[config.mk]
export PLATFORM = sky130hd
export DESIGN_NAME = rbe_div
export DESIGN_NICKNAME = d
export VERILOG_FILES = /design/src/hdl/rbe_pkg.sv /design/src/hdl/rbe_div.sv
export SDC_FILE = /design/constraint.sdc
export NUM_CORES = 1
export LEC_CHECK = 0
export BUFFER_PORTS_ARGS = -buffer_cell sky130_fd_sc_hd__buf_2
export CORE_MARGIN = 3
export CORE_UTILIZATION = 50
export DETAILED_ROUTE_END_ITERATION = 16
export PLACE_DENSITY = 0.73
export SYNTH_ARGS = -nofsm -noshare
export SYNTH_HDL_FRONTEND = slang
export SYNTH_SLANG_ARGS = --single-unit
[constraint.sdc]
create_clock -name clk -period 7.4 [get_ports clk]
set_input_delay 1.11 -clock clk [delete_from_list [all_inputs] [get_ports clk]]
set_output_delay 1.11 -clock clk [all_outputs]
set_load 0.1 [all_outputs]
[src/hdl/rbe_pkg.sv]
// rbe_pkg: shared types, constants, microcode table and saturation helper
// for the rigid body euler step block. No dependencies.
package rbe_pkg;

  localparam int AXES      = 3;
  localparam int AXIS_W    = 2;
  localparam int MASS_W    = 31;
  localparam int DRAG_W    = 25;
  localparam int STEP_W    = 17;
  localparam int CFG_W     = 31;
  localparam int CFG_IDX_W = 3;
  localparam int MA_W      = 42;   // multiplier operand a, signed
  localparam int MB_W      = 25;   // multiplier operand b, unsigned
  localparam int PROD_W    = 64;
  localparam int GRAV_W    = 33;
  localparam int DIV_N     = 49;   // dividend magnitude bits
  localparam int DIV_CNT_W = $clog2(DIV_N + 1);
  localparam int QUOT_W    = DIV_N + 1;
  localparam int PC_W      = 5;

  localparam logic [MASS_W-1:0] MASS_RST  = 31'd65536;
  localparam logic [STEP_W-1:0] STEP_RST  = 17'd544;
  localparam logic [STEP_W-1:0] GSTEP_RST = 17'd800;
  localparam logic [MB_W-1:0]   Q_ONE     = 25'd65536;

  localparam logic [AXIS_W-1:0] AX_Y = 2'd1;
  localparam logic [AXIS_W-1:0] AX_Z = 2'd2;

  localparam logic signed [PROD_W-1:0] SAT_MAX = 64'sd2147483647;
  localparam logic signed [PROD_W-1:0] SAT_MIN = -64'sd2147483648;

  typedef enum logic {
    CMD_TICK  = 1'b0,
    CMD_FORCE = 1'b1
  } cmd_t;

  typedef enum logic [1:0] {
    FM_FORCE      = 2'd0,
    FM_ACCEL      = 2'd1,
    FM_IMPULSE    = 2'd2,
    FM_VEL_CHANGE = 2'd3
  } force_mode_t;

  typedef enum logic [CFG_IDX_W-1:0] {
    CFG_MASS         = 3'd0,
    CFG_DRAG         = 3'd1,
    CFG_USE_GRAVITY  = 3'd2,
    CFG_CONSTRAINT   = 3'd3,
    CFG_KINEMATIC    = 3'd4,
    CFG_STEP_SIZE    = 3'd5,
    CFG_GRAVITY_STEP = 3'd6
  } cfg_idx_t;

  typedef enum logic [1:0] {
    MA_FORCE, MA_VEL, MA_ACC, MA_MASS
  } mul_a_t;

  typedef enum logic [1:0] {
    MB_STEP, MB_DRAG, MB_GSTEP, MB_FSCALE
  } mul_b_t;

  typedef enum logic [1:0] {
    ACC_NONE, ACC_PROD_Q, ACC_QUOT, ACC_FORCE
  } acc_op_t;

  typedef enum logic [2:0] {
    ST_NONE, ST_GRAV, ST_POS, ST_VEL_SUB, ST_VEL_ADD
  } st_op_t;

  typedef enum logic [3:0] {
    JC_NONE, JC_ALWAYS, JC_IN_XFER, JC_CMD_FORCE, JC_KINEM,
    JC_MODE_VC, JC_MODE_ACC, JC_DIV_IDLE, JC_AXIS_MORE, JC_OUT_FREE
  } jcond_t;

  typedef logic [AXES-1:0][31:0] axis_vec_t;

  // one microcode word
  typedef struct packed {
    logic            rdy;
    mul_a_t          mul_a;
    mul_b_t          mul_b;
    logic            mul_en;
    acc_op_t         acc_op;
    st_op_t          st_op;
    logic            div_start;
    logic            axis_step;
    logic            out_load;
    jcond_t          jc;
    logic            hold;      // stay on this word while the jump condition is false
    logic [PC_W-1:0] target;
  } uword_t;

  typedef struct packed {
    logic        cmd_force;
    force_mode_t mode;
    logic        axis_more;
  } dp_stat_t;

  typedef struct packed {
    dp_stat_t dp;
    logic     in_xfer;
    logic     kinematic;
    logic     div_idle;
    logic     out_free;
  } seq_stat_t;

  // program labels
  localparam logic [PC_W-1:0] PC_IDLE      = 5'd0;
  localparam logic [PC_W-1:0] PC_DECODE    = 5'd1;
  localparam logic [PC_W-1:0] PC_TICK_LOOP = 5'd5;
  localparam logic [PC_W-1:0] PC_OUT       = 5'd10;
  localparam logic [PC_W-1:0] PC_FORCE     = 5'd11;
  localparam logic [PC_W-1:0] PC_DIV_WAIT  = 5'd14;
  localparam logic [PC_W-1:0] PC_DIV_DONE  = 5'd15;
  localparam logic [PC_W-1:0] PC_ACCEL     = 5'd16;
  localparam logic [PC_W-1:0] PC_VC        = 5'd17;
  localparam logic [PC_W-1:0] PC_VEL_ADD   = 5'd18;

  function automatic uword_t ucode(input logic [PC_W-1:0] pc);
    uword_t w;
    w = '0;
    case (pc)
      5'd0: begin
        w.rdy = 1'b1; w.jc = JC_IN_XFER; w.target = PC_DECODE; w.hold = 1'b1;
      end
      5'd1: begin
        w.jc = JC_CMD_FORCE; w.target = PC_FORCE;
      end
      5'd2: begin
        w.jc = JC_KINEM; w.target = PC_OUT;
      end
      5'd3: begin
        w.mul_a = MA_MASS; w.mul_b = MB_GSTEP; w.mul_en = 1'b1;
      end
      5'd4: begin
        w.st_op = ST_GRAV;
      end
      5'd5: begin
        w.st_op = ST_POS; w.mul_a = MA_VEL; w.mul_b = MB_DRAG; w.mul_en = 1'b1;
      end
      5'd6: begin
        w.acc_op = ACC_PROD_Q;
      end
      5'd7: begin
        w.mul_a = MA_ACC; w.mul_b = MB_STEP; w.mul_en = 1'b1;
      end
      5'd8: begin
        w.acc_op = ACC_PROD_Q;
      end
      5'd9: begin
        w.st_op = ST_VEL_SUB; w.axis_step = 1'b1;
        w.jc = JC_AXIS_MORE; w.target = PC_TICK_LOOP;
      end
      5'd10: begin
        w.out_load = 1'b1; w.jc = JC_OUT_FREE; w.target = PC_IDLE; w.hold = 1'b1;
      end
      5'd11: begin
        w.jc = JC_MODE_VC; w.target = PC_VC;
      end
      5'd12: begin
        w.mul_a = MA_FORCE; w.mul_b = MB_FSCALE; w.mul_en = 1'b1;
        w.jc = JC_MODE_ACC; w.target = PC_ACCEL;
      end
      5'd13: begin
        w.div_start = 1'b1;
      end
      5'd14: begin
        w.jc = JC_DIV_IDLE; w.target = PC_DIV_DONE; w.hold = 1'b1;
      end
      5'd15: begin
        w.acc_op = ACC_QUOT; w.jc = JC_ALWAYS; w.target = PC_VEL_ADD;
      end
      5'd16: begin
        w.acc_op = ACC_PROD_Q; w.jc = JC_ALWAYS; w.target = PC_VEL_ADD;
      end
      5'd17: begin
        w.acc_op = ACC_FORCE;
      end
      5'd18: begin
        w.st_op = ST_VEL_ADD; w.axis_step = 1'b1;
        w.jc = JC_AXIS_MORE; w.target = PC_FORCE;
      end
      5'd19: begin
        w.jc = JC_ALWAYS; w.target = PC_OUT;
      end
      default: begin
        w.jc = JC_ALWAYS; w.target = PC_IDLE;
      end
    endcase
    return w;
  endfunction

  function automatic logic [31:0] sat32(input logic signed [PROD_W-1:0] v);
    logic [31:0] r;
    if (v > SAT_MAX) r = 32'h7fff_ffff;
    else if (v < SAT_MIN) r = 32'h8000_0000;
    else r = v[31:0];
    return r;
  endfunction

endpackage

[src/hdl/rbe_div.sv]
// rbe_div: restoring divider, one quotient bit per cycle, signed dividend
// over unsigned divisor, truncating toward zero. Uses rbe_pkg.
module rbe_div import rbe_pkg::*; (
  input  logic                     clk,
  input  logic                     rst_n,
  input  logic                     start,
  input  logic signed [PROD_W-1:0] dividend,
  input  logic [MASS_W-1:0]        divisor,
  output logic                     busy,
  output logic signed [QUOT_W-1:0] quot
);

  logic                 busy_r;
  logic [DIV_CNT_W-1:0] cnt_r;
  logic [DIV_N-1:0]     quo_r, quo_nxt;
  logic [MASS_W-1:0]    rem_r, rem_nxt;
  logic [MASS_W-1:0]    den_r;
  logic                 neg_r;
  logic [PROD_W-1:0]    mag;
  logic [MASS_W:0]      trial;

  assign mag   = dividend[PROD_W-1] ? -dividend : dividend;
  assign trial = {rem_r, quo_r[DIV_N-1]};

  always_comb begin
    if (trial >= {1'b0, den_r}) begin
      rem_nxt = MASS_W'(trial - {1'b0, den_r});
      quo_nxt = {quo_r[DIV_N-2:0], 1'b1};
    end else begin
      rem_nxt = trial[MASS_W-1:0];
      quo_nxt = {quo_r[DIV_N-2:0], 1'b0};
    end
  end

  always_ff @(posedge clk) begin
    if (!rst_n) begin
      busy_r <= 1'b0;
      cnt_r  <= '0;
    end else if (start) begin
      busy_r <= 1'b1;
      cnt_r  <= DIV_CNT_W'(DIV_N);
    end else if (busy_r) begin
      cnt_r <= cnt_r - 1'b1;
      if (cnt_r == DIV_CNT_W'(1)) busy_r <= 1'b0;
    end
  end

  always_ff @(posedge clk) begin
    if (start) begin
      quo_r <= mag[DIV_N-1:0];
      rem_r <= '0;
      den_r <= divisor;
      neg_r <= dividend[PROD_W-1];
    end else if (busy_r) begin
      quo_r <= quo_nxt;
      rem_r <= rem_nxt;
    end
  end

  assign busy = busy_r;
  assign quot = neg_r ? -$signed({1'b0, quo_r}) : $signed({1'b0, quo_r});

endmodule

==> flow_summary_export.csv <==
group,metric,value,unit
worst_setup_path,cp-end-kind,"output port",
clock_tree,cts_num_sinks,119,
power_and_ir_drop,max-vdd-ir-drop,0.188,mV
clock_tree,cts_tree,"built",
timing,setup_slack,2190,ps
status,status,"completed",
floorplanning,pin_count,149,
synth,syn-instance-count,974,
power_and_ir_drop,power_switching,1.07,mW
power_and_ir_drop,p_clk_frac,0.316,
placement,dp_hpwl,14.4,mm
synth,synthMuxAreaShare,0.00708,
min_path,hp-start,"rem_r[14]",
cells_and_area,regArea,3190,µm²
power_and_ir_drop,leakage,3.98,nW
route,avgViaCountPerCell,5.71,
worst_setup_path,r2r-start,"quo_r[48]",
synth,dominantRegCellSynth,"edfxtp_1",
timing,rsz0062_at_grt,"no",
worst_setup_path,max_stage_delay,610,ps
clock_tree,clock_latency,420,ps
global_route,grt_pass1_vias,6979,
synth,synthTopCellsByArea,"edfxtp_1 (29%), dfxtp_1 (9.0%), xnor2_1 (6.3%), xor2_1 (5.9%), a21oi_1 (5.5%)",
timing,max_freq,0.192,GHz
clock_tree,h-tree-depth,4,
worst_setup_path,path_buf_inv,1,
clock_tree,root_buffer,"clkbuf_16",
worst_setup_path,crit_chain,"or4_1 -> nor3_1 -> nand4b_1 -> or3_1 -> o31ai_2 -> a21boi_0 -> o21ai_0 -> xor2_1 -> buf_2",
synth,synthDistinctLibCells,61,
worst_setup_path,startpoint_type,"flop",
synth,yosys.area_share.adder,0.0540,
synth,synthSimpleGateAreaFrac,0.179,
cells_and_area,layout.nets,1212,
synth,synth_nets,1108,
power_and_ir_drop,power_per_cell_area,265,nW/µm²
placement,preCtsSetupSlack,2670,ps
worst_setup_path,crit_start,"quo_r[12]",
timing,period_share,0.704,
cells_and_area,n_antenna_cell,0,
job,drv_cap,0,
worst_setup_path,critPathRequiredTime,6290,ps
synth,yosysWarnings,0,
placement,portBuffers,134,
worst_setup_path,cpMaxStageDelayCell,"or4_1",
timing,fin_setup_tns,0,ps
synth,synth-compound-area-share,0.215,
clock_tree,clk_pin_slew,60,ps
route,drt_iter0_markers,497,
cells_and_area,syn_to_final_growth,16.2,%
timing,setup_viol,0,
timing,worst_slew_pin_slew,1020,ps
clock_tree,cts_resized,0,
timing,skew,7.99,ps
route,vias,7466,
timing,whs,502,ps
global_route,grt_max_degree,110,
global_route,antenna_found_initial,0,
power_and_ir_drop,power,2.61,mW
worst_setup_path,path_class,"reg2out",
power_and_ir_drop,p_comb_frac,0.359,
timing,slew_headroom,0.318,
synth,synth_seq_cells,119,
timing,fin_crit,5210,ps
route,postRouteAntennaNets,0,
clock_tree,cts_buffers,17,
placement,gp_congestion,0.853,
synth,synthXorXnorAreaFrac,0.122,
route,wl,20.3,mm
route,dr.pass1.iters,5,
power_and_ir_drop,power.internal,1.54,mW
clock_tree,hold_buffers,0,
worst_setup_path,cp.arrival,4100,ps
cells_and_area,n_fill_cell,1490,
floorplanning,initial_utilization,0.522,
power_and_ir_drop,p_sw_frac,0.409,
synth,synth_top_area_share,0.287,
route,drc,0,
worst_setup_path,cp_top_family,"simple AND/OR/NAND/NOR gates",
timing,slew_viol_final,0,
synth,synth-seq-area-share,0.377,
global_route,grtUsageTotal,0.222,
floorplanning,rows,46,
clock_tree,cts_max_path_buffers,2,
clock_tree,post_cts_buffers,0,
power_and_ir_drop,seqPwrFrac,0.325,
floorplanning,core_area,16200,µm²
synth,synth.avg_cell_area,8.70,µm²
floorplanning,fp.dieH,136,µm
timing,hold_viol,0,
cells_and_area,drive_above_1_share,0.181,
min_path,hold_class,"reg2reg",
synth,synth_top_family_by_area,"compound AO/OA/AOI/OAI gates",
global_route,grt_overflow,0,
synth,synth_edf_count,81,
route,wl_per_cell,15.5,µm
synth,syn-cell-area,8480,µm²
cells_and_area,multiInputGateArea,4890,µm²
global_route,grt_pass1_wl,33.4,mm
synth,yosys.area.top_type,"edfxtp_1",
worst_setup_path,cp_max_fo,6,
synth,async_reset_ff_frac,0,
floorplanning,dieArea,18600,µm²
floorplanning,fp.dieW,136,µm
cells_and_area,utilization,0.607,
## worst reg2reg max path, delay by kind of cell (launching register included)
family | cells | cell delay (ps)
buf+inv | 2 | 440
compound gates | 3 | 740
simple gates | 5 | 1480
fa+ha+maj | 2 | 640
flops | 1 | 420
## metrics by stage
| stage | cell area [µm²] | std cells |
|---|---|---|
| 2_1_floorplan | 8480 | 974 |
| 3_3_place_gp | 9250 | 1275 |
| 5_1_grt | 9850 | 1307 |
| 3_5_place_dp | 9250 | 1275 |
| 4_1_cts | 9850 | 1307 |
| 6_report | 9850 | 1307 |
## state kept, by name, summed over array words and instances (netlist names)
name   count
quo_r     49
den_r     31
rem_r     31
cnt_r      6
busy       1
neg_r      1
## cells by family after synthesis
family / Yosys count
simple gates: 315
flops: 119
mux: 6
xor+xnor: 118
compound gates: 276
fa+ha+maj: 36
buf+inv: 104
## placed cells by master, fill, tap and decap left out, types with 5 or more instances in the layout
cell / instances
o21bai_1: 10
mux2i_1: 6
nor2_1: 105
nor2b_1: 5
a211oi_1: 8
inv_1: 50
ha_1: 35
a21oi_1: 93
nor4_1: 6
nand2b_1: 9
or3_1: 20
inv_4: 5
o31ai_1: 25
o31ai_2: 5
o21a_1: 5
xor2_1: 57
nor3_1: 13
nand4_1: 14
clkbuf_16: 20
edfxtp_1: 81
or4_1: 12
nand2_1: 96
a21o_1: 14
and3_1: 6
a311oi_1: 25
buf_2: 133
a21boi_0: 6
o41ai_1: 10
nand3_1: 8
buf_4: 6
o21ai_0: 46
xnor2_1: 61
dfxtp_1: 37
## synth_stat cells (25+ instances only)
library cell and number:
o31ai_1 25, nor2_1 105, a311oi_1 25, nand2_1 97, xor2_1 57, a21oi_1 93
edfxtp_1 81, inv_1 50, xnor2_1 61, o21ai_0 46, ha_1 35, clkbuf_1 50
dfxtp_1 38
## routing by layer
metal	vias up	wire length, µm	part of all wire	global-route usage
met5	-	0	0	0
met4	0	542	0.027	0.0890
met3	42	1130	0.055	0.0437
met2	224	9580	0.47	0.365
met1	3440	9080	0.45	0.289
li1	3760	-	-	-
## final timing paths
check	to	slack, ps	cells after the start
worst max-delay path	quot[46]	2190	9
worst min-delay path	rem_r[15]	500	2
worst max register to register	rem_r[24]	3590	12
worst min register to register	rem_r[15]	500	2
## power groups by stage
stage | Clock [mW] | Combinational [mW] | Sequential [mW]
floorplan | 0 | 0.764 | 0.848
global placement | 0 | 0.923 | 0.859
detailed placement | 0 | 0.931 | 0.861
CTS | 0.840 | 0.936 | 0.848
global route | 0.864 | 1.01 | 0.858
finish | 0.826 | 0.936 | 0.849
## cell type report
type / instances / area share
Inverter: 50 / 0.0191
Tap cell: 216 / 0.0274
Clock inverter: 9 / 0.00546
Multi-Input combinational cell: 751 / 0.497
Timing Repair Buffer: 139 / 0.0722
Sequential cell: 119 / 0.324
Clock buffer: 23 / 0.0550
Note: power is estimated with default switching activity, not from simulation.
