==> config.mk <==
export PLATFORM = sky130hd
export DESIGN_NAME = rbe_dp
export DESIGN_NICKNAME = d
export VERILOG_FILES = /design/src/hdl/rbe_pkg.sv /design/src/hdl/rbe_dp.sv
export SDC_FILE = /design/constraint.sdc
export NUM_CORES = 2
export LEC_CHECK = 0
export BUFFER_PORTS_ARGS = -buffer_cell sky130_fd_sc_hd__buf_2
export CORE_AREA = 10 10 369 371
export DETAILED_ROUTE_END_ITERATION = 6
export DIE_AREA = 0 0 379 381
export PLACE_DENSITY = 0.68
export SLEW_MARGIN = 25
export SYNTH_ARGS = -nofsm -noshare
export SYNTH_HDL_FRONTEND = slang
export SYNTH_SLANG_ARGS = --single-unit
export TNS_END_PERCENT = 1
==> constraint.sdc <==
create_clock -name clk -period 26.6 [get_ports clk]
set_input_delay 1.33 -clock clk [delete_from_list [all_inputs] [get_ports clk]]
set_output_delay 1.33 -clock clk [all_outputs]
set_load 0.005 [all_outputs]
==> src/hdl/rbe_pkg.sv <==
// rbe_pkg: shared types, constants, microcode table and saturation helper
// for the rigid body euler step block. No dependencies.
package rbe_pkg;

  localparam int AXES      = 3;
  localparam int AXIS_W    = 2;
  localparam int MASS_W    = 31;
  localparam int DRAG_W    = 25;
  localparam int STEP_W    = 17;
  localparam int CFG_W     = 31;
  localparam int CFG_IDX_W = 3;
  localparam int MA_W      = 42;   // multiplier operand a, signed
  localparam int MB_W      = 25;   // multiplier operand b, unsigned
  localparam int PROD_W    = 64;
  localparam int GRAV_W    = 33;
  localparam int DIV_N     = 49;   // dividend magnitude bits
  localparam int DIV_CNT_W = $clog2(DIV_N + 1);
  localparam int QUOT_W    = DIV_N + 1;
  localparam int PC_W      = 5;

  localparam logic [MASS_W-1:0] MASS_RST  = 31'd65536;
  localparam logic [STEP_W-1:0] STEP_RST  = 17'd544;
  localparam logic [STEP_W-1:0] GSTEP_RST = 17'd800;
  localparam logic [MB_W-1:0]   Q_ONE     = 25'd65536;

  localparam logic [AXIS_W-1:0] AX_Y = 2'd1;
  localparam logic [AXIS_W-1:0] AX_Z = 2'd2;

  localparam logic signed [PROD_W-1:0] SAT_MAX = 64'sd2147483647;
  localparam logic signed [PROD_W-1:0] SAT_MIN = -64'sd2147483648;

  typedef enum logic {
    CMD_TICK  = 1'b0,
    CMD_FORCE = 1'b1
  } cmd_t;

  typedef enum logic [1:0] {
    FM_FORCE      = 2'd0,
    FM_ACCEL      = 2'd1,
    FM_IMPULSE    = 2'd2,
    FM_VEL_CHANGE = 2'd3
  } force_mode_t;

  typedef enum logic [CFG_IDX_W-1:0] {
    CFG_MASS         = 3'd0,
    CFG_DRAG         = 3'd1,
    CFG_USE_GRAVITY  = 3'd2,
    CFG_CONSTRAINT   = 3'd3,
    CFG_KINEMATIC    = 3'd4,
    CFG_STEP_SIZE    = 3'd5,
    CFG_GRAVITY_STEP = 3'd6
  } cfg_idx_t;

  typedef enum logic [1:0] {
    MA_FORCE, MA_VEL, MA_ACC, MA_MASS
  } mul_a_t;

  typedef enum logic [1:0] {
    MB_STEP, MB_DRAG, MB_GSTEP, MB_FSCALE
  } mul_b_t;

  typedef enum logic [1:0] {
    ACC_NONE, ACC_PROD_Q, ACC_QUOT, ACC_FORCE
  } acc_op_t;

  typedef enum logic [2:0] {
    ST_NONE, ST_GRAV, ST_POS, ST_VEL_SUB, ST_VEL_ADD
  } st_op_t;

  typedef enum logic [3:0] {
    JC_NONE, JC_ALWAYS, JC_IN_XFER, JC_CMD_FORCE, JC_KINEM,
    JC_MODE_VC, JC_MODE_ACC, JC_DIV_IDLE, JC_AXIS_MORE, JC_OUT_FREE
  } jcond_t;

  typedef logic [AXES-1:0][31:0] axis_vec_t;

  // one microcode word
  typedef struct packed {
    logic            rdy;
    mul_a_t          mul_a;
    mul_b_t          mul_b;
    logic            mul_en;
    acc_op_t         acc_op;
    st_op_t          st_op;
    logic            div_start;
    logic            axis_step;
    logic            out_load;
    jcond_t          jc;
    logic            hold;      // stay on this word while the jump condition is false
    logic [PC_W-1:0] target;
  } uword_t;

  typedef struct packed {
    logic        cmd_force;
    force_mode_t mode;
    logic        axis_more;
  } dp_stat_t;

  typedef struct packed {
    dp_stat_t dp;
    logic     in_xfer;
    logic     kinematic;
    logic     div_idle;
    logic     out_free;
  } seq_stat_t;

  // program labels
  localparam logic [PC_W-1:0] PC_IDLE      = 5'd0;
  localparam logic [PC_W-1:0] PC_DECODE    = 5'd1;
  localparam logic [PC_W-1:0] PC_TICK_LOOP = 5'd5;
  localparam logic [PC_W-1:0] PC_OUT       = 5'd10;
  localparam logic [PC_W-1:0] PC_FORCE     = 5'd11;
  localparam logic [PC_W-1:0] PC_DIV_WAIT  = 5'd14;
  localparam logic [PC_W-1:0] PC_DIV_DONE  = 5'd15;
  localparam logic [PC_W-1:0] PC_ACCEL     = 5'd16;
  localparam logic [PC_W-1:0] PC_VC        = 5'd17;
  localparam logic [PC_W-1:0] PC_VEL_ADD   = 5'd18;

  function automatic uword_t ucode(input logic [PC_W-1:0] pc);
    uword_t w;
    w = '0;
    case (pc)
      5'd0: begin
        w.rdy = 1'b1; w.jc = JC_IN_XFER; w.target = PC_DECODE; w.hold = 1'b1;
      end
      5'd1: begin
        w.jc = JC_CMD_FORCE; w.target = PC_FORCE;
      end
      5'd2: begin
        w.jc = JC_KINEM; w.target = PC_OUT;
      end
      5'd3: begin
        w.mul_a = MA_MASS; w.mul_b = MB_GSTEP; w.mul_en = 1'b1;
      end
      5'd4: begin
        w.st_op = ST_GRAV;
      end
      5'd5: begin
        w.st_op = ST_POS; w.mul_a = MA_VEL; w.mul_b = MB_DRAG; w.mul_en = 1'b1;
      end
      5'd6: begin
        w.acc_op = ACC_PROD_Q;
      end
      5'd7: begin
        w.mul_a = MA_ACC; w.mul_b = MB_STEP; w.mul_en = 1'b1;
      end
      5'd8: begin
        w.acc_op = ACC_PROD_Q;
      end
      5'd9: begin
        w.st_op = ST_VEL_SUB; w.axis_step = 1'b1;
        w.jc = JC_AXIS_MORE; w.target = PC_TICK_LOOP;
      end
      5'd10: begin
        w.out_load = 1'b1; w.jc = JC_OUT_FREE; w.target = PC_IDLE; w.hold = 1'b1;
      end
      5'd11: begin
        w.jc = JC_MODE_VC; w.target = PC_VC;
      end
      5'd12: begin
        w.mul_a = MA_FORCE; w.mul_b = MB_FSCALE; w.mul_en = 1'b1;
        w.jc = JC_MODE_ACC; w.target = PC_ACCEL;
      end
      5'd13: begin
        w.div_start = 1'b1;
      end
      5'd14: begin
        w.jc = JC_DIV_IDLE; w.target = PC_DIV_DONE; w.hold = 1'b1;
      end
      5'd15: begin
        w.acc_op = ACC_QUOT; w.jc = JC_ALWAYS; w.target = PC_VEL_ADD;
      end
      5'd16: begin
        w.acc_op = ACC_PROD_Q; w.jc = JC_ALWAYS; w.target = PC_VEL_ADD;
      end
      5'd17: begin
        w.acc_op = ACC_FORCE;
      end
      5'd18: begin
        w.st_op = ST_VEL_ADD; w.axis_step = 1'b1;
        w.jc = JC_AXIS_MORE; w.target = PC_FORCE;
      end
      5'd19: begin
        w.jc = JC_ALWAYS; w.target = PC_OUT;
      end
      default: begin
        w.jc = JC_ALWAYS; w.target = PC_IDLE;
      end
    endcase
    return w;
  endfunction

  function automatic logic [31:0] sat32(input logic signed [PROD_W-1:0] v);
    logic [31:0] r;
    if (v > SAT_MAX) r = 32'h7fff_ffff;
    else if (v < SAT_MIN) r = 32'h8000_0000;
    else r = v[31:0];
    return r;
  endfunction

endpackage

==> src/hdl/rbe_dp.sv <==
// rbe_dp: datapath with position/velocity state, shared multiplier,
// working accumulator and gravity term, steered by the microcode word.
// Uses rbe_pkg.
module rbe_dp import rbe_pkg::*; (
  input  logic                     clk,
  input  logic                     rst_n,
  input  uword_t                   uw,
  input  logic                     in_xfer,
  input  logic                     in_cmd,
  input  logic [1:0]               in_mode,
  input  axis_vec_t                in_force,
  input  logic [MASS_W-1:0]        eff_mass,
  input  logic [DRAG_W-1:0]        drag,
  input  logic                     use_gravity,
  input  logic [AXES-1:0]          constraint_mask,
  input  logic [STEP_W-1:0]        step_size,
  input  logic [STEP_W-1:0]        gravity_step,
  input  logic signed [QUOT_W-1:0] quot,
  output logic signed [PROD_W-1:0] dividend,
  output dp_stat_t                 stat,
  output axis_vec_t                pos,
  output axis_vec_t                vel
);

  axis_vec_t                pos_r, vel_r, force_r;
  logic                     cmd_r;
  force_mode_t              mode_r;
  logic [AXIS_W-1:0]        axis_r;
  logic signed [PROD_W-1:0] prod_r, acc_r;
  logic [GRAV_W-1:0]        grav_r;

  logic signed [MA_W-1:0]        mul_a;
  logic [MB_W-1:0]               mul_b;
  logic signed [MA_W+MB_W:0]     prod_full;
  logic signed [PROD_W-1:0]      prod_adj, prod_q;
  logic signed [PROD_W-1:0]      vel_cur, force_cur, grav_sub;
  logic signed [32:0]            pos_sum;
  logic signed [PROD_W-1:0]      vel_sub, vel_add;
  logic                          axis_more;

  assign vel_cur   = PROD_W'($signed(vel_r[axis_r]));
  assign force_cur = PROD_W'($signed(force_r[axis_r]));
  assign axis_more = (axis_r != AX_Z);

  always_comb begin
    case (uw.mul_a)
      MA_FORCE: mul_a = MA_W'($signed(force_r[axis_r]));
      MA_VEL:   mul_a = MA_W'($signed(vel_r[axis_r]));
      MA_ACC:   mul_a = acc_r[MA_W-1:0];
      MA_MASS:  mul_a = {{(MA_W-MASS_W){1'b0}}, eff_mass};
      default:  mul_a = '0;
    endcase
    case (uw.mul_b)
      MB_STEP:   mul_b = {{(MB_W-STEP_W){1'b0}}, step_size};
      MB_DRAG:   mul_b = drag;
      MB_GSTEP:  mul_b = {{(MB_W-STEP_W){1'b0}}, gravity_step};
      MB_FSCALE: mul_b = (mode_r == FM_IMPULSE) ? Q_ONE
                                                : {{(MB_W-STEP_W){1'b0}}, step_size};
      default:   mul_b = '0;
    endcase
  end

  assign prod_full = mul_a * $signed({1'b0, mul_b});

  // product over 65536, truncated toward zero
  assign prod_adj = prod_r + {{(PROD_W-16){1'b0}}, {16{prod_r[PROD_W-1]}}};
  assign prod_q   = {{16{prod_adj[PROD_W-1]}}, prod_adj[PROD_W-1:16]};

  assign pos_sum  = 33'($signed(pos_r[axis_r])) + 33'($signed(vel_r[axis_r]));
  assign grav_sub = (axis_r == AX_Y && use_gravity)
                    ? {{(PROD_W-GRAV_W){1'b0}}, grav_r} : '0;
  assign vel_sub  = vel_cur - acc_r - grav_sub;
  assign vel_add  = vel_cur + acc_r;

  always_ff @(posedge clk) begin
    if (in_xfer) begin
      force_r <= in_force;
      cmd_r   <= in_cmd;
      mode_r  <= force_mode_t'(in_mode);
    end
    if (uw.mul_en) prod_r <= prod_full[PROD_W-1:0];
    case (uw.acc_op)
      ACC_NONE:   acc_r <= acc_r;
      ACC_PROD_Q: acc_r <= prod_q;
      ACC_QUOT:   acc_r <= PROD_W'(quot);
      ACC_FORCE:  acc_r <= force_cur;
      default:    acc_r <= acc_r;
    endcase
    if (uw.st_op == ST_GRAV) grav_r <= prod_q[GRAV_W-1:0];
  end

  always_ff @(posedge clk) begin
    if (!rst_n) begin
      pos_r  <= '0;
      vel_r  <= '0;
      axis_r <= '0;
    end else begin
      if (in_xfer) axis_r <= '0;
      else if (uw.axis_step) axis_r <= axis_more ? axis_r + 1'b1 : '0;
      case (uw.st_op)
        ST_POS: begin
          if (!constraint_mask[axis_r]) pos_r[axis_r] <= sat32(PROD_W'(pos_sum));
        end
        ST_VEL_SUB: vel_r[axis_r] <= sat32(vel_sub);
        ST_VEL_ADD: vel_r[axis_r] <= sat32(vel_add);
        default: ;
      endcase
    end
  end

  assign dividend       = prod_r;
  assign stat.cmd_force = (cmd_r == CMD_FORCE);
  assign stat.mode      = mode_r;
  assign stat.axis_more = axis_more;
  assign pos            = pos_r;
  assign vel            = vel_r;

endmodule

==> metrics <==
grt total ovfl 0; Max Used Layer met5; RSZ-0062 raised after global routing false; commonest register cell after synthesis edfxtp_1; DRC viols 0; Post-synth top cells inv_1 (1,210), fa_1 (1,050), nand2_1 (946); Placement Rows 132; CP Capture Type register; largest net degree at the start of global routing 83; share of layout cells above drive strength 1 between 10% and 20%; #FFs+latches synth 440; TritonCTS Buffers between 40 and 50; top area cells in the synthesized netlist fa_1 (33%), edfxtp_1 (12%), inv_1 (7.1%); Worst-Skew Late Latency 0.65 ns; Yosys top cell area share between 30% and 40%; Final #Nets just over 9,000; Hold Violations, Final 0; Clock Pin Slew Worst Setup and Hold Paths ~0.060 ns; Routed WL 235 mm; # Max-Cap Violations 0; Worst Hold Path EP pos[4]$_SDFFE_PN0P_; final core occ 54.4%; DP Wirelength ~190 mm; first-pass GRT wire length 351 mm; share of the yosys chip area belonging to registers ~18%; CP max FO between 40 and 50; Crit Path Category reg -> reg; clk root buf clkbuf_16; ys async rst share 0%; Die W 379 um; Layout Skew 0.0429 ns; initial antenna violation count 12; CTS tree yes; Mapped Cells 7,330; CP max stage delay 0.96 ns; Core Area roughly 0.13 sq mm; vias in the first global route 55,600; total number of H-tree levels 2; final setup violation count 0; R2R depth 30; cts hold-fix bufs 0; worst hold path startpoint pos[4]$_SDFFE_PN0P_; Fill cells about 12,000; CP max-delay cell a2111oi_0; hold depth 2; vias per cell roughly 5.8; antenna viol nets, final 0; Placed Instances approximately 9,000; critical register-to-register path startpoint axis_r[0]$_SDFFE_PP0P_; Data required, critical path between 20 and 30 ns; routed wl met2 107 mm; Syn Area/Cell ~8.7 sq um; drt pass-1 iters 6; final setup TNS 0 ns; clk buf depth 3; number of synthesis warnings 0; DRT iter0 DRCs 5,215; Final Critical Period 12.78 ns; number of flops mapped to enable cells by yosys about 250; FF-to-FF setup slack approximately 14 ns; met1 WL 87.3 mm; reg2reg end dividend[50]$_DFFE_PP_; Most common cell on crit path fa_1; WL per Instance roughly 25 um; cell accounting for the most synthesized area fa_1; via count about 55,000; Die Ht 381 um; I/O Pins 530; slew of the pin with the lowest slew margin roughly 1.2 ns; Worst Hold Class reg -> reg; final max-slew violation count 0; status finished clean; post-CTS setup buffer count 0; Worst Path Arrival 13.14 ns; Area growth syn-to-layout 9.83%; CTS sink cnt 440; placer's final routability congestion estimate approximately 1; Total GRT Usage ~32%; critical path launch point type register; slew margin rel. between 20% and 30%; Max Freq slightly below 0.08 GHz; Synth Cell Area about 0.064 sq mm; die area between 0.1 and 0.15 sq mm; synthesized net count 8,986; WL met3 about 24 mm; Cell variety after synth about 90; port bufs just over 500; Non-Filler Instances 9,373; crit share post-route 48.0%; post_cts resized 0; top-count cell post-synth inv_1; Starting Density 49.5%
## registers in the layout (all words and copies together) (netlist names)
name,flops
vel,96
acc_r,50
pos,96
force_r,96
axis_r,2
cmd_r,1
dividend,64
grav_r,33
mode_r,2
## stage by stage
| step | setup slack [ns] | area, sq um | hold WS (ns) |
|---|---|---|---|
| 2_1_floorplan | 16.74 | 63800 | 0.468 |
| 5_1_grt | 13.19 | 70000 | 0.492 |
| 3_3_place_gp | 14.26 | 68200 | 0.454 |
| 4_1_cts | 14.04 | 70000 | 0.477 |
| 3_5_place_dp | 14.11 | 68200 | 0.462 |
| 6_report | 13.82 | 70000 | 0.478 |
## cell usage in the layout (no fill, tap or decap), types with 192 or more instances in the layout
cell         n
nand2_1    946
edfxtp_1   246
o21ai_0    331
dfxtp_1    192
a21oi_1    260
inv_1     1210
fa_1      1050
ha_1       336
nor2_1     877
buf_2      510
## cells by family after synthesis
logic type	share of synthesized area [%]
buffers and inverters	9.49
and+or+nand+nor	15.2
adders and majority gates	39.6
DFF	17.7
muxes	2.79
AOI/OAI and AO/OA	12.1
xor gates and xnor gates	3.17
## worst max-delay path by stage
stage / to / cells past startpoint / startpoint
2_1_floorplan: dividend[50]$_DFFE_PP_ / 32 / uw[20]
3_3_place_gp: dividend[50]$_DFFE_PP_ / 30 / axis_r[0]$_SDFFE_PP0P_
3_5_place_dp: dividend[50]$_DFFE_PP_ / 30 / axis_r[0]$_SDFFE_PP0P_
4_1_cts: dividend[50]$_DFFE_PP_ / 30 / axis_r[0]$_SDFFE_PP0P_
5_1_grt: dividend[50]$_DFFE_PP_ / 30 / axis_r[0]$_SDFFE_PP0P_
6_report: dividend[50]$_DFFE_PP_ / 30 / axis_r[0]$_SDFFE_PP0P_
## layout make-up
type	instances	area [sq um]	share of cell area [%]
diodes	6	15.0	0.0214
inverters	1210	4540	6.49
flip-flops and latches	440	11300	16.1
clock inverters	31	399	0.570
repair buffers	661	3700	5.28
well taps	1675	2100	2.99
multi-input cells	5290	46600	66.6
clock buffers	60	1350	1.93
## critical path, delay by kind of cell (launching register included)
family	cells	cell delay (ns)
AO/OA/AOI/OAI	9	4.78
XOR/XNOR	1	0.14
adder cells (fa/ha/maj)	8	3.57
buffers and inverters	5	1.51
flip-flops	1	0.82
multiplexers	2	0.55
AND/OR/NAND/NOR	5	1.00
## per-layer routing
layer,GRT usage [%],vias up
met5,0,-
met4,19.1,8
met3,7.35,614
met2,51.1,2738
met1,39.7,27200
li1,-,24100
Power is not shown: default switching activity piles up to over one toggle a cycle in this logic, so the estimate is an artifact.
