### src/hdl/rbe_pkg.sv
// rbe_pkg: shared types, constants, microcode table and saturation helper
// for the rigid body euler step block. No dependencies.
package rbe_pkg;

  localparam int AXES      = 3;
  localparam int AXIS_W    = 2;
  localparam int MASS_W    = 31;
  localparam int DRAG_W    = 25;
  localparam int STEP_W    = 17;
  localparam int CFG_W     = 31;
  localparam int CFG_IDX_W = 3;
  localparam int MA_W      = 42;   // multiplier operand a, signed
  localparam int MB_W      = 25;   // multiplier operand b, unsigned
  localparam int PROD_W    = 64;
  localparam int GRAV_W    = 33;
  localparam int DIV_N     = 49;   // dividend magnitude bits
  localparam int DIV_CNT_W = $clog2(DIV_N + 1);
  localparam int QUOT_W    = DIV_N + 1;
  localparam int PC_W      = 5;

  localparam logic [MASS_W-1:0] MASS_RST  = 31'd65536;
  localparam logic [STEP_W-1:0] STEP_RST  = 17'd544;
  localparam logic [STEP_W-1:0] GSTEP_RST = 17'd800;
  localparam logic [MB_W-1:0]   Q_ONE     = 25'd65536;

  localparam logic [AXIS_W-1:0] AX_Y = 2'd1;
  localparam logic [AXIS_W-1:0] AX_Z = 2'd2;

  localparam logic signed [PROD_W-1:0] SAT_MAX = 64'sd2147483647;
  localparam logic signed [PROD_W-1:0] SAT_MIN = -64'sd2147483648;

  typedef enum logic {
    CMD_TICK  = 1'b0,
    CMD_FORCE = 1'b1
  } cmd_t;

  typedef enum logic [1:0] {
    FM_FORCE      = 2'd0,
    FM_ACCEL      = 2'd1,
    FM_IMPULSE    = 2'd2,
    FM_VEL_CHANGE = 2'd3
  } force_mode_t;

  typedef enum logic [CFG_IDX_W-1:0] {
    CFG_MASS         = 3'd0,
    CFG_DRAG         = 3'd1,
    CFG_USE_GRAVITY  = 3'd2,
    CFG_CONSTRAINT   = 3'd3,
    CFG_KINEMATIC    = 3'd4,
    CFG_STEP_SIZE    = 3'd5,
    CFG_GRAVITY_STEP = 3'd6
  } cfg_idx_t;

  typedef enum logic [1:0] {
    MA_FORCE, MA_VEL, MA_ACC, MA_MASS
  } mul_a_t;

  typedef enum logic [1:0] {
    MB_STEP, MB_DRAG, MB_GSTEP, MB_FSCALE
  } mul_b_t;

  typedef enum logic [1:0] {
    ACC_NONE, ACC_PROD_Q, ACC_QUOT, ACC_FORCE
  } acc_op_t;

  typedef enum logic [2:0] {
    ST_NONE, ST_GRAV, ST_POS, ST_VEL_SUB, ST_VEL_ADD
  } st_op_t;

  typedef enum logic [3:0] {
    JC_NONE, JC_ALWAYS, JC_IN_XFER, JC_CMD_FORCE, JC_KINEM,
    JC_MODE_VC, JC_MODE_ACC, JC_DIV_IDLE, JC_AXIS_MORE, JC_OUT_FREE
  } jcond_t;

  typedef logic [AXES-1:0][31:0] axis_vec_t;

  // one microcode word
  typedef struct packed {
    logic            rdy;
    mul_a_t          mul_a;
    mul_b_t          mul_b;
    logic            mul_en;
    acc_op_t         acc_op;
    st_op_t          st_op;
    logic            div_start;
    logic            axis_step;
    logic            out_load;
    jcond_t          jc;
    logic            hold;      // stay on this word while the jump condition is false
    logic [PC_W-1:0] target;
  } uword_t;

  typedef struct packed {
    logic        cmd_force;
    force_mode_t mode;
    logic        axis_more;
  } dp_stat_t;

  typedef struct packed {
    dp_stat_t dp;
    logic     in_xfer;
    logic     kinematic;
    logic     div_idle;
    logic     out_free;
  } seq_stat_t;

  // program labels
  localparam logic [PC_W-1:0] PC_IDLE      = 5'd0;
  localparam logic [PC_W-1:0] PC_DECODE    = 5'd1;
  localparam logic [PC_W-1:0] PC_TICK_LOOP = 5'd5;
  localparam logic [PC_W-1:0] PC_OUT       = 5'd10;
  localparam logic [PC_W-1:0] PC_FORCE     = 5'd11;
  localparam logic [PC_W-1:0] PC_DIV_WAIT  = 5'd14;
  localparam logic [PC_W-1:0] PC_DIV_DONE  = 5'd15;
  localparam logic [PC_W-1:0] PC_ACCEL     = 5'd16;
  localparam logic [PC_W-1:0] PC_VC        = 5'd17;
  localparam logic [PC_W-1:0] PC_VEL_ADD   = 5'd18;

  function automatic uword_t ucode(input logic [PC_W-1:0] pc);
    uword_t w;
    w = '0;
    case (pc)
      5'd0: begin
        w.rdy = 1'b1; w.jc = JC_IN_XFER; w.target = PC_DECODE; w.hold = 1'b1;
      end
      5'd1: begin
        w.jc = JC_CMD_FORCE; w.target = PC_FORCE;
      end
      5'd2: begin
        w.jc = JC_KINEM; w.target = PC_OUT;
      end
      5'd3: begin
        w.mul_a = MA_MASS; w.mul_b = MB_GSTEP; w.mul_en = 1'b1;
      end
      5'd4: begin
        w.st_op = ST_GRAV;
      end
      5'd5: begin
        w.st_op = ST_POS; w.mul_a = MA_VEL; w.mul_b = MB_DRAG; w.mul_en = 1'b1;
      end
      5'd6: begin
        w.acc_op = ACC_PROD_Q;
      end
      5'd7: begin
        w.mul_a = MA_ACC; w.mul_b = MB_STEP; w.mul_en = 1'b1;
      end
      5'd8: begin
        w.acc_op = ACC_PROD_Q;
      end
      5'd9: begin
        w.st_op = ST_VEL_SUB; w.axis_step = 1'b1;
        w.jc = JC_AXIS_MORE; w.target = PC_TICK_LOOP;
      end
      5'd10: begin
        w.out_load = 1'b1; w.jc = JC_OUT_FREE; w.target = PC_IDLE; w.hold = 1'b1;
      end
      5'd11: begin
        w.jc = JC_MODE_VC; w.target = PC_VC;
      end
      5'd12: begin
        w.mul_a = MA_FORCE; w.mul_b = MB_FSCALE; w.mul_en = 1'b1;
        w.jc = JC_MODE_ACC; w.target = PC_ACCEL;
      end
      5'd13: begin
        w.div_start = 1'b1;
      end
      5'd14: begin
        w.jc = JC_DIV_IDLE; w.target = PC_DIV_DONE; w.hold = 1'b1;
      end
      5'd15: begin
        w.acc_op = ACC_QUOT; w.jc = JC_ALWAYS; w.target = PC_VEL_ADD;
      end
      5'd16: begin
        w.acc_op = ACC_PROD_Q; w.jc = JC_ALWAYS; w.target = PC_VEL_ADD;
      end
      5'd17: begin
        w.acc_op = ACC_FORCE;
      end
      5'd18: begin
        w.st_op = ST_VEL_ADD; w.axis_step = 1'b1;
        w.jc = JC_AXIS_MORE; w.target = PC_FORCE;
      end
      5'd19: begin
        w.jc = JC_ALWAYS; w.target = PC_OUT;
      end
      default: begin
        w.jc = JC_ALWAYS; w.target = PC_IDLE;
      end
    endcase
    return w;
  endfunction

  function automatic logic [31:0] sat32(input logic signed [PROD_W-1:0] v);
    logic [31:0] r;
    if (v > SAT_MAX) r = 32'h7fff_ffff;
    else if (v < SAT_MIN) r = 32'h8000_0000;
    else r = v[31:0];
    return r;
  endfunction

endpackage

### src/hdl/rbe_seq.sv
// rbe_seq: program counter and microcode fetch with conditional jumps.
// Uses rbe_pkg for the control word layout and the program table.
module rbe_seq import rbe_pkg::*; (
  input  logic      clk,
  input  logic      rst_n,
  input  seq_stat_t stat,
  output uword_t    uw
);

  logic [PC_W-1:0] pc_r, pc_nxt;
  logic            cond;

  assign uw = ucode(pc_r);

  always_comb begin
    case (uw.jc)
      JC_NONE:      cond = 1'b0;
      JC_ALWAYS:    cond = 1'b1;
      JC_IN_XFER:   cond = stat.in_xfer;
      JC_CMD_FORCE: cond = stat.dp.cmd_force;
      JC_KINEM:     cond = stat.kinematic;
      JC_MODE_VC:   cond = (stat.dp.mode == FM_VEL_CHANGE);
      JC_MODE_ACC:  cond = (stat.dp.mode == FM_ACCEL);
      JC_DIV_IDLE:  cond = stat.div_idle;
      JC_AXIS_MORE: cond = stat.dp.axis_more;
      JC_OUT_FREE:  cond = stat.out_free;
      default:      cond = 1'b0;
    endcase
    if (cond) pc_nxt = uw.target;
    else if (uw.hold) pc_nxt = pc_r;
    else pc_nxt = pc_r + 1'b1;
  end

  always_ff @(posedge clk) begin
    if (!rst_n) pc_r <= PC_IDLE;
    else pc_r <= pc_nxt;
  end

endmodule

### config.mk
export PLATFORM = sky130hd
export DESIGN_NAME = rbe_seq
export DESIGN_NICKNAME = d
export VERILOG_FILES = /design/src/hdl/rbe_pkg.sv /design/src/hdl/rbe_seq.sv
export SDC_FILE = /design/constraint.sdc
export NUM_CORES = 1
export LEC_CHECK = 0
export ABC_AREA = 1
export BUFFER_PORTS_ARGS = -buffer_cell sky130_fd_sc_hd__buf_2
export CELL_PAD_IN_SITES_DETAIL_PLACEMENT = 2
export CELL_PAD_IN_SITES_GLOBAL_PLACEMENT = 2
export CORE_AREA = 4 4 72 74
export CTS_CLUSTER_DIAMETER = 40
export DETAILED_ROUTE_END_ITERATION = 10
export DIE_AREA = 0 0 76 78
export GPL_TIMING_DRIVEN = 0
export MAX_ROUTING_LAYER = met4
export PLACE_DENSITY = 0.76
export SLEW_MARGIN = 20
export SYNTH_ARGS = -nofsm -noshare
export SYNTH_HDL_FRONTEND = slang
export SYNTH_SLANG_ARGS = --single-unit
### constraint.sdc
create_clock -name clk -period 1.89 [get_ports clk]
set_input_delay 0.378 -clock clk [delete_from_list [all_inputs] [get_ports clk]]
set_output_delay 0.378 -clock clk [all_outputs]
set_load 0.02 [all_outputs]
==> results of run 1 <==
per-layer routing:
| layer | vias up | global-route usage, % |
|---|---|---|
| met5 | - | - |
| met4 | 0 | 4.09 |
| met3 | 9 | 0.928 |
| met2 | 39 | 31.2 |
| met1 | 736 | 21.1 |
| li1 | 691 | - |
worst reg2reg max path, stage by stage, from the launching register on:
cell and delay, ns:
dfxtp_4 0.37, inv_4 0.08, ha_4 0.15, inv_4 0.04, nor2_4 0.15, buf_12 0.16, o21ai_4 0.10, nand2_4 0.11
nand2_1 0.10, nand3_1 0.11, nand3_2 0.11, nand2_4 0.12, nand3_4 0.13, nand2_2 0.11, nand2_1 0.07, a21oi_2 0.12
cells in the mapped netlist (3+ instances only):
master	n	area, um2
nand2_1	46	173
nor2_1	31	116
inv_1	19	71.3
nand3_1	15	75.1
nand2_2	9	56.3
inv_2	6	22.5
a21oi_1	5	25.0
dfxtp_1	5	100
ha_1	5	62.6
nand4_1	4	25.0
o21ai_1	4	20.0
nor2_2	3	18.8
nor2_4	3	33.8
logic make-up after synthesis:
family / Yosys count
AO/OA/AOI/OAI: 14
buffers and inverters: 26
XOR/XNOR: 1
flip-flops: 5
adder cells (fa/ha/maj): 5
AND/OR/NAND/NOR: 120
cell type report:
cell class | count | area (um2) | area share, %
Timing Repair Buffer | 68 | 582 | 27.9
Tap cell | 54 | 67.6 | 3.24
Clock buffer | 4 | 45.0 | 2.16
Inverter | 26 | 120 | 5.75
Multi-Input combinational cell | 141 | 1150 | 55.3
Sequential cell | 5 | 119 | 5.69
power groups by stage:
stage	registers (mW)	logic, mW	clock network, mW
6_report	0.299	3.91	0.199
4_1_cts	0.278	2.96	0.204
3_5_place_dp	0.229	2.09	0
3_3_place_gp	0.224	2.04	0
2_1_floorplan	0.204	1.51	0
5_1_grt	0.307	4.19	0.207
through the flow:
stage	area, um2	util (%)
finish	2090	45.4
global route	2090	45.4
CTS	1650	35.8
detailed placement	1190	25.8
global placement	1190	25.8
floorplan	953	-
worst max-delay path by stage:
stage | from | endpoint | cells past startpoint
after global routing | pc_r[0] | uw[1] | 11
after detailed placement | pc_r[1] | pc_r[4] | 15
after floorplan | pc_r[0] | uw[1] | 10
final | pc_r[1] | uw[1] | 11
after CTS | pc_r[0] | uw[1] | 11
after global placement | pc_r[1] | pc_r[3] | 14
what timing repair did:
action                                  CTS  global route
endpoints found under the setup margin   27            24
buffers inserted                         16            19
cloned                                    1             0
hold buffers                              0             0
pin swaps                                12            34
gates resized for setup                  87            76
==> results.yml, run 1 <==
synthesis:
  synth.avg_cell_area_um2: 5.44
  synth.net_count: 186
  synth_mux_area_share_pct: 0
  synth-edff-count: 0
  synth-simple-area-share_pct: 62.5
  netlist_instances: 171
  yosysSeqAreaShare_pct: 10.8
  ys_async_sr_fraction_pct: 0
  ys_warn_count: 0
  synth_fa_ha_area_share_pct: 6.72
  synth.distinct_cells: 24
  synthFlopType: "dfxtp_1"
  synth.ff_latch_count: 5
  synth_top_family_by_area: "simple AND/OR/NAND/NOR gates"
  synth_compound_area_share_pct: 8.47
  synth_area_um2: 931
  synth-xor-area-share_pct: 0.941
place:
  port_buffers: 33
  gp_congestion: 0.761
  hpwl_um: 3240
  place_ws_ns: -0.294
  dp_cells: 258
cts:
  cts_buffers: 3
  htreeDepth: 1
  cts_root_buf: "clkbuf_8"
  clockBufferDepth: 2
  cts.sinks: 5
  cts_tree: "built"
  clk_pin_slew_ns: 0.04
  clk_latency_ns: 0.22
route:
  routedWlPerCell_um: 21.8
  via_per_inst: 4.95
  drt-initial-drc-count: 63
  drt_wl_total_um: 6490
  wl_met2_um: 3750
  wl_met1_um: 2510
  met3_length_um: 132
  top_layer_used: "met4"
  remaining_drc_errors: 0
  drtPass1Iterations: 4
  antenna_left: 0
  vias: 1475
cells_and_area:
  final_common_cell: "buf_4"
  layout_common_cells: "buf_4 (28), buf_6 (25), nand2_1 (20), nand2_2 (19), nor2_1 (17)"
  syn_to_final_growth_pct: 124
  largest_reg_flops: 5
  diodes: 0
  reg_top3: "pc_r (5)"
  largest-register: "pc_r"
  drive_above_1_share_pct: 71.3
  num-fill-cells: 505
  final_net_count: 260
  finalNonFillerCells: 298
floorplanning:
  start_util_pct: 20.2
  fp.dieH_um: 78
  ios: 34
  rows: 25
  core-area_um2: 4600
  fp.dieArea_um2: 5930
  fp.dieW_um: 76
worst_setup_path:
  endpoint_kind: "output pin"
  critPathKind: "flop to output pin"
  worst-path-buf-inv: 4
  timing.rr.start: "pc_r[1]"
  worstPathRequired_ns: 1.51
  worstPathCellList: "inv_4, ha_4, nand2_2, nor2_4, nor2_4, nand2_2, inv_2, nand2_2, nor3_4, inv_2, buf_6"
  r2r_setup_slack_ns: -0.21
  cp_common_cell: "nand2_2"
  critPathSlowestCell: "dfxtp_4"
  reg2reg_to: "pc_r[1]"
  critical_path.top_delay_family: "simple AND/OR/NAND/NOR gates"
  critPathMaxStageDelay_ns: 0.40
  cp_max_fo: 4
  critical_path_arrival_ns: 1.80
  critPathLaunchType: "flop"
  reg2regPathDepth: 15
power:
  p_total_mw: 4.41
  p_comb_share_pct: 88.7
  clkPwrFrac_pct: 4.5
  p_int_mw: 1.94
  vdd_drop_max_v: 0.000959
  p_sw_mw: 2.47
  seqPwrFrac_pct: 6.8
  powerDensity_nw_per_um2: 2110
  p_sw_share_pct: 56.1
  cellLeakagePower_nw: 1.11
timing:
  fin_skew_ns: 0.00114
  slew_headroom_pct: 74.3
  min_period_over_period_pct: 115
  rsz0062_at_grt: "yes"
  finalSetupViolCount: 22
  hold_viol: 0
  fin_crit_ns: 2.17
  slew_viol_final: 0
  worst_slew_pin_slew_ns: 0.385
  fin_ws_ns: -0.283
  fmax_mhz: 460
  finalSetupTns_ns: -2.55
  fin_hold_ws_ns: 0.390
worst_hold_path:
  hold_class: "input port to flop"
  min_to: "pc_r[3]"
  worstHoldPathCells: 3
  timing.hold.worst.start: "rst_n"
job:
  max_cap_viol_count: 0
run_status:
  violations: "setup timing"
  status: "finished, violations left"
global_routing:
  grt_pass1_vias: 1505
  grt_usage_pct: 17.3
  antenna_found_initial: 0
  grt.overflow.total: 0
  grt_start_max_net_pins: 8
  grt_pass1_wl_um: 8080
Power figures use the tool's default switching activity.
==> inputs of run 2 (changes only) <==
--- a/config.mk
+++ b/config.mk
@@ -14,7 +14,6 @@
 export DETAILED_ROUTE_END_ITERATION = 10
 export DIE_AREA = 0 0 76 78
 export GPL_TIMING_DRIVEN = 0
-export MAX_ROUTING_LAYER = met4
 export PLACE_DENSITY = 0.76
 export SLEW_MARGIN = 20
 export SYNTH_ARGS = -nofsm -noshare
==> run 2 against run 1 <==
  * The flow still finishes with violations (setup timing)
  * Sequential power decreased by 2%
  * First-iteration DRC count decreased by 21%
  * Count of clock-buffer cells in the layout unchanged
  * Cell count decreased by 1.3%
  * Power decreased by 2.0%
  * Setup slack improved by 0.063 ns
  * Non-clock buffer count decreased by 4
  * Sequential cell count unchanged
  * Combinational power decreased by 2%
  * Worst hold slack got worse by 0.0020 ns
  * Critical path type unchanged
  * Largest cell class unchanged
  * Largest power group unchanged
==> results.yml, run 2 (synthesis gave the netlist of run 1 again) <==
route:
  drt-initial-drc-count: 50
  via_per_inst: 4.77
  drtPass1Iterations: 4
  drt_wl_total_um: 5990
  antenna_left: 0
  vias: 1401
  remaining_drc_errors: 0
  routedWlPerCell_um: 20.4
global_routing:
  grt_usage_pct: 16.8
  antenna_found_initial: 0
  grt.overflow.total: 0
  grt_pass1_vias: 1511
  grt_start_max_net_pins: 8
  grt_pass1_wl_um: 8060
floorplanning:
  ios: 34
  fp.dieArea_um2: 5930
  rows: 25
  fp.dieW_um: 76
  core-area_um2: 4600
  fp.dieH_um: 78
  start_util_pct: 20.2
worst_setup_path:
  critical_path_arrival_ns: 1.73
  endpoint_kind: "output pin"
  timing.rr.start: "pc_r[0]"
  reg2regPathDepth: 15
  cp_max_fo: 4
  critPathMaxStageDelay_ns: 0.40
  critPathLaunchType: "flop"
  r2r_setup_slack_ns: -0.22
  critPathSlowestCell: "dfxtp_4"
  crit_end: "uw[6]"
  worstPathRequired_ns: 1.51
  critical_path.top_delay_family: "buffers and inverters"
  worstPathCellList: "inv_6, ha_4, nand2_4, buf_6, inv_2, nand2_2, nand3_1, inv_1, nand2_2, buf_6"
  worst-path-buf-inv: 5
  cp.depth: 10
  reg2reg_to: "pc_r[4]"
  critPathKind: "flop to output pin"
  startpoint: "pc_r[0]"
cts:
  cts_root_buf: "clkbuf_8"
  cts.sinks: 5
  clockBufferDepth: 2
  clk_pin_slew_ns: 0.03
  cts_buffers: 3
  cts_hold_buf: 0
  htreeDepth: 1
  cts_tree: "built"
  clk_latency_ns: 0.22
cells_and_area:
  final_net_count: 256
  finalNonFillerCells: 294
  largest-register: "pc_r"
  reg_top3: "pc_r (5)"
  largest_reg_flops: 5
  drive_above_1_share_pct: 71.7
  diodes: 0
  num-fill-cells: 503
  layout_common_cells: "buf_4 (25), buf_6 (25), nand2_2 (20), nand2_4 (18), nand2_1 (18)"
  syn_to_final_growth_pct: 120
run_status:
  violations: "setup timing"
  status: "finished, violations left"
power:
  powerDensity_nw_per_um2: 2110
  vdd_drop_max_v: 0.00107
  cellLeakagePower_nw: 1.08
timing:
  rsz0062_at_grt: "yes"
  slew_viol_final: 0
  finalSetupViolCount: 25
  fin_crit_ns: 2.11
  min_period_over_period_pct: 112
  fin_ws_ns: -0.220
  slew_headroom_pct: 75.5
  fin_skew_ns: 0.000889
  worst_slew_pin_slew_ns: 0.367
  hold_viol: 0
  fmax_mhz: 474
place:
  hpwl_um: 3240
  place_ws_ns: -0.294
  dp_cells: 258
  port_buffers: 33
  gp_congestion: 0.752
worst_hold_path:
  hold_class: "input port to flop"
  worstHoldPathCells: 3
job:
  max_cap_viol_count: 0
run 2: metrics by stage:
step | utilization, % | hold slack (ns) | TNS (ns) | power, mW | cell area, um2
final | 44.6 | 0.388 | -2.45 | 4.33 | 2050
after global routing | 44.6 | 0.406 | -4.21 | 4.61 | 2050
after CTS | 35.8 | 0.389 | -1.63 | 3.44 | 1650
after detailed placement | 25.8 | 0.574 | -2.20 | 2.32 | 1190
after global placement | 25.8 | 0.545 | -1.54 | 2.26 | 1190
after floorplan | - | 0.498 | 0 | 1.71 | 953
run 2: layer usage:
| metal | wire length [um] | GRT usage (%) |
|---|---|---|
| met1 | 2390 | 20.9 |
| met4 | 57 | 4.09 |
| met2 | 3440 | 31.2 |
| met3 | 100 | 1.16 |
| met5 | 0 | 0 |
run 2: final cells by class:
type	instances	area, um2	area share [%]
multi-input combinational	141	1150	56.0
inverter	26	116	5.67
sequential	5	119	5.80
timing repair buffer	64	554	27.0
tap	54	67.6	3.29
clock buffer	4	45.0	2.20
run 2: what timing repair did:
action                                  4_1_cts  5_1_grt
gates cloned                                  1        0
pin swaps                                    12       27
hold endpoints to repair                      0        0
endpoints found under the setup margin       27       24
gates resized for setup                      87       76
setup buffers                                16       15
run 2: tightest hold or removal path: cells and delay by family:
family          cells  cell delay [ns]
compound gates      2             0.08
buf+inv             1             0.12
run 2: worst min path at each step:
stage / start / to / slack [ns]
2_1_floorplan: rst_n / pc_r[0] / 0.50
3_3_place_gp: pc_r[1] / pc_r[1] / 0.54
3_5_place_dp: pc_r[1] / pc_r[1] / 0.57
4_1_cts: rst_n / pc_r[0] / 0.39
5_1_grt: rst_n / pc_r[3] / 0.41
6_report: rst_n / pc_r[3] / 0.39
run 2: report_power, final:
group          total (mW)  switching [mW]  internal, mW
Sequential          0.294           0.122         0.172
Clock               0.201          0.0560         0.145
Combinational        3.83            2.23          1.60
